File: config.mk
export PLATFORM = sky130hd
export DESIGN_NAME = pfa_scan
export DESIGN_NICKNAME = d
export VERILOG_FILES = /design/src/rtl/core/pfa_scan.sv
export SDC_FILE = /design/constraint.sdc
export NUM_CORES = 1
export LEC_CHECK = 0
export BUFFER_PORTS_ARGS = -buffer_cell sky130_fd_sc_hd__buf_2
export CORE_AREA = 2 2 39 41
export DETAILED_ROUTE_END_ITERATION = 8
export DIE_AREA = 0 0 41 43
export PLACE_DENSITY_LB_ADDON = 0.05
export SYNTH_ARGS = -nofsm -noshare
export SYNTH_HDL_FRONTEND = slang
export SYNTH_SLANG_ARGS = --single-unit
export TNS_END_PERCENT = 10
File: constraint.sdc
create_clock -name vclk -period 1.26
set_clock_uncertainty 0.05 [all_clocks]
set_input_delay 0.063 -clock vclk [all_inputs]
set_output_delay 0.063 -clock vclk [all_outputs]
set_load 0.05 [all_outputs]
File: src/rtl/core/pfa_scan.sv
// ----------------------------------------------------------------------------
// pfa_scan: lowest-zero finder
// Returns the position of the lowest clear bit of a vector and whether any
// bit is clear. Shared by the word search and the bit search.
// ----------------------------------------------------------------------------
`default_nettype none

module pfa_scan #(
  parameter int WIDTH = 32
) (
  input  wire logic [WIDTH-1:0]         vec,
  output logic      [$clog2(WIDTH)-1:0] zero_idx,
  output logic                          found
);

  always_comb begin
    zero_idx = '0;
    found    = 1'b0;
    // Walking down from the top leaves the lowest clear bit in zero_idx.
    for (int i = WIDTH - 1; i >= 0; i--) begin
      if (!vec[i]) begin
        zero_idx = ($clog2(WIDTH))'(i);
        found    = 1'b1;
      end
    end
  end

endmodule : pfa_scan

`default_nettype wire

## Yosys cells after proc, flatten, opt, wreduce, memory -nomap -nowiden

Cells that the tools add are included.

| word-level totals | value |
|---|---|
| output and inout bits | 6 |
| logic and storage cells | 64 |
| flip-flop bits (word level) | 0 |
| input port bits | 32 |

| cells by class | value |
|---|---|
| muxes and demuxes | 64 |

Operator list:

| kind | count |
|---|---|
| two-way mux 5 bit | 32 |
| two-way mux 1 bit | 32 |

## Longest topological paths before layout

| depth | value |
|---|---|
| depth in word-level cells | 32 |
| mapped depth | 5 |
| depth with buffers taken out | 5 |

## Least setup slack after synthesis

OpenSTA, ideal clock, no wires.

| path | value |
|---|---|
| kind | input to output |
| start point | in vec[2] |
| end point | out zero_idx[4] |
| stages on the path | 3 |
| path buffers | 0 |
| required time | 1.147 ns |
| setup slack | -0.345 ns |
| data arrival time | 1.492 ns |
| cell sequence | nand4_1 or3_4 nor4_2 |

| between the ends | value |
|---|---|
| cells in the longest elaborated chain, start to end | 3 |

Ends and longest elaborated chain:

| what | RTL line | source |
|---|---|---|
| start: declaration | 11 | `input wire logic [WIDTH-1:0] vec,` |
| two-way mux 5 bit (3 in series) | 21 | `if (!vec[i]) begin` |
| end: declaration | 12 | `output logic [$clog2(WIDTH)-1:0] zero_idx,` |

Every way passes these cells.

## Final worst setup path

| path | value |
|---|---|
| start point | in vec[11] |
| end point | out zero_idx[0] |

| between the ends | value |
|---|---|
| cells in the longest elaborated chain, start to end | 12 |

Ends and longest elaborated chain:

| what | RTL line |
|---|---|
| two-way mux 5 bit (12 in series) | 21 |

Every way passes these cells.

==> impl_metrics.yaml <==
finish:
  area_growth_pct: 110.5
  nFlopsAndLatches: 0
  layoutNonFillerInstCount: 140
  layout_commonest_cell: "buf_2"
  fillers: 142
  drive_gt1_frac: 0.5645
  multi_input_area_um2: 416.7
  nets: 158
  final_cell_mix: "33 x buf_2, 22 x buf_4, 11 x nand2_1"
  utilization: 0.5976
  n_clock_buffer: 0
  antenna_cells: 0
  regArea_um2: 0
yosys:
  yosysUniqueCellTypes: 22
  synth_top_cells_by_area: "nand4_1 14%, nand2_1 11%, nand3_1 7.6%"
  synth_warnings: 0
  synth_fp_nets: 98
  syn-instance-count: 66
  seq_area_frac_synth: 0
  synth_top_cell_by_area: "nand4_1"
  avgSynthCellArea_um2: 5.953
  yosysTopAreaCellShare: 0.1433
  synthesis.area_um2: 392.9
worst_hold_path:
  holdPathEnd: "zero_idx[2]"
  hp-class: "in -> out"
  hold_depth: 4
  min_from: "vec[1]"
global_route:
  grt_pass1_vias: 629
  track_usage: 0.1740
  grt_util_met3: 0
  grt_use_met1: 0.2444
  grt_pass1_wl_mm: 2.311
  grt_max_degree: 5
  grt.met2_usage: 0.3031
  grt_busiest_layer: "met2"
  antenna_found_initial: 0
  grt-ovfl-total: 0
die:
  dieWidth_um: 41
  num_rows: 14
  die_area_um2: 1763
  core_area_um2: 1384
  die_h_um: 43
  pin_count: 38
  start_util: 0.2839
placed_design:
  gp_congestion: 0.7552
  dp_hpwl_mm: 1.256
  portBuffers: 38
  numPlacedInstances: 140
sta:
  rsz0062_at_grt: "true"
  fin_crit_sh: 0.9912
  layout_min_cycle_time_ns: 1.249
  fmax_ghz: 0.8007
  hold_viol: 0
  tightestPinTransition_ns: 0.2293
  relSlewSlack: 0.8461
  finalMaxSlewViolations: 0
  setup_viol: 0
clocking:
  hold_buffers: 0
  postCtsSetupBuffers: 0
setup_path:
  critPathBufInv: 3
  critPathTopFamily: "compound AO/OA/AOI/OAI gates"
  end_kind: "output port"
  worstPathArrival_ns: 1.14
  cpMaxStageDelayCell: "o221a_2"
  cp_max_fo: 2
  cp_cell_sequence: "buf_2 -> inv_2 -> o21ai_2 -> a21o_1 -> a2111oi_4 -> o221a_2 -> buf_8"
  start_kind: "input port"
  slowest_delay_ns: 0.27
  crit_type: "in -> out"
  cp.required_ns: 1.15
power_and_ir_drop:
  p_leak_nw: 0.3957
  vdd_drop_max_mv: 0.1624
  cellPowerDensity_nw_per_um2: 261.9
  p_total_mw: 0.2166
detailed_routing:
  wl_per_cell_um: 10.19
  first_pass_iters: 4
  postRouteAntennaNets: 0
  viasPerCell: 5.036
  via_count: 705
  drt_iter0_drc: 6
  remaining_drc_errors: 0
  wirelength_mm: 1.426
status:
  status: "finished, final reports clean"
job:
  cap_violations: 0
## Yosys cell counts (all sizes together), types with 2 or more instances
cell type  number
or3             2
nand2          11
nand3           6
o21ai           5
o2111ai         2
nor3            2
nand4           9
inv             6
a21oi           5
nor2            4
nand3b          2
a31oi           4
## metal layers
| layer | part of all wire | vias to the layer above |
|---|---|---|
| met5 | 0 | - |
| met4 | 0 | 0 |
| met3 | 0.057 | 0 |
| met2 | 0.50 | 21 |
| met1 | 0.44 | 304 |
| li1 | - | 380 |
## where the power goes
part / leakage [nW] / switching (mW) / internal [mW]
registers: 0 / 0 / 0
logic: 0.396 / 0.110 / 0.107
clock network: 0 / 0 / 0
## cell families (layout without fill, tap and decap cells)
group | count (synthesis) | count (layout) | synth area share
AOI/OAI and AO/OA | 21 | 21 | 0.3599
buffers and inverters | 6 | 64 | 0.05732
and+or+nand+nor | 39 | 39 | 0.5828
## through the flow
step                setup WS [ns]  instance area [µm²]  setup TNS, ns  hold WS (ns)
finish                    0.01111                827.0              0        0.4885
global route             -0.05353                827.0        -0.2177        0.5433
CTS                      -0.02073                784.5       -0.03590        0.5093
detailed placement       -0.09691                767.0        -0.2755        0.5076
global placement         -0.09066                767.0        -0.2735        0.5055
floorplan                 -0.1496                406.6        -0.2944        0.2575
## worst min-delay path: stages
cell and delay [ns]:
buf_2 0.11, nand4_1 0.08, a21oi_1 0.04, buf_4 0.18
## worst max path at each step
stage | start | cells after the start | to
global route | vec[11] | 7 | zero_idx[0]
global placement | vec[11] | 7 | zero_idx[0]
detailed placement | vec[11] | 7 | zero_idx[0]
floorplan | vec[2] | 3 | zero_idx[3]
finish | vec[11] | 7 | zero_idx[0]
CTS | vec[11] | 7 | zero_idx[0]
## final cells by class
type / count / share of cell area
Inverter: 6 / 0.02723
Timing Repair Buffer: 58 / 0.4448
Multi-Input combinational cell: 60 / 0.5038
Tap cell: 16 / 0.02421
## repair_timing
item	4_1_cts	5_1_grt
resized for setup	6	12
setup endpoints to repair	5	6
pin swaps	2	4
Note: power is estimated with default switching activity, not from simulation.
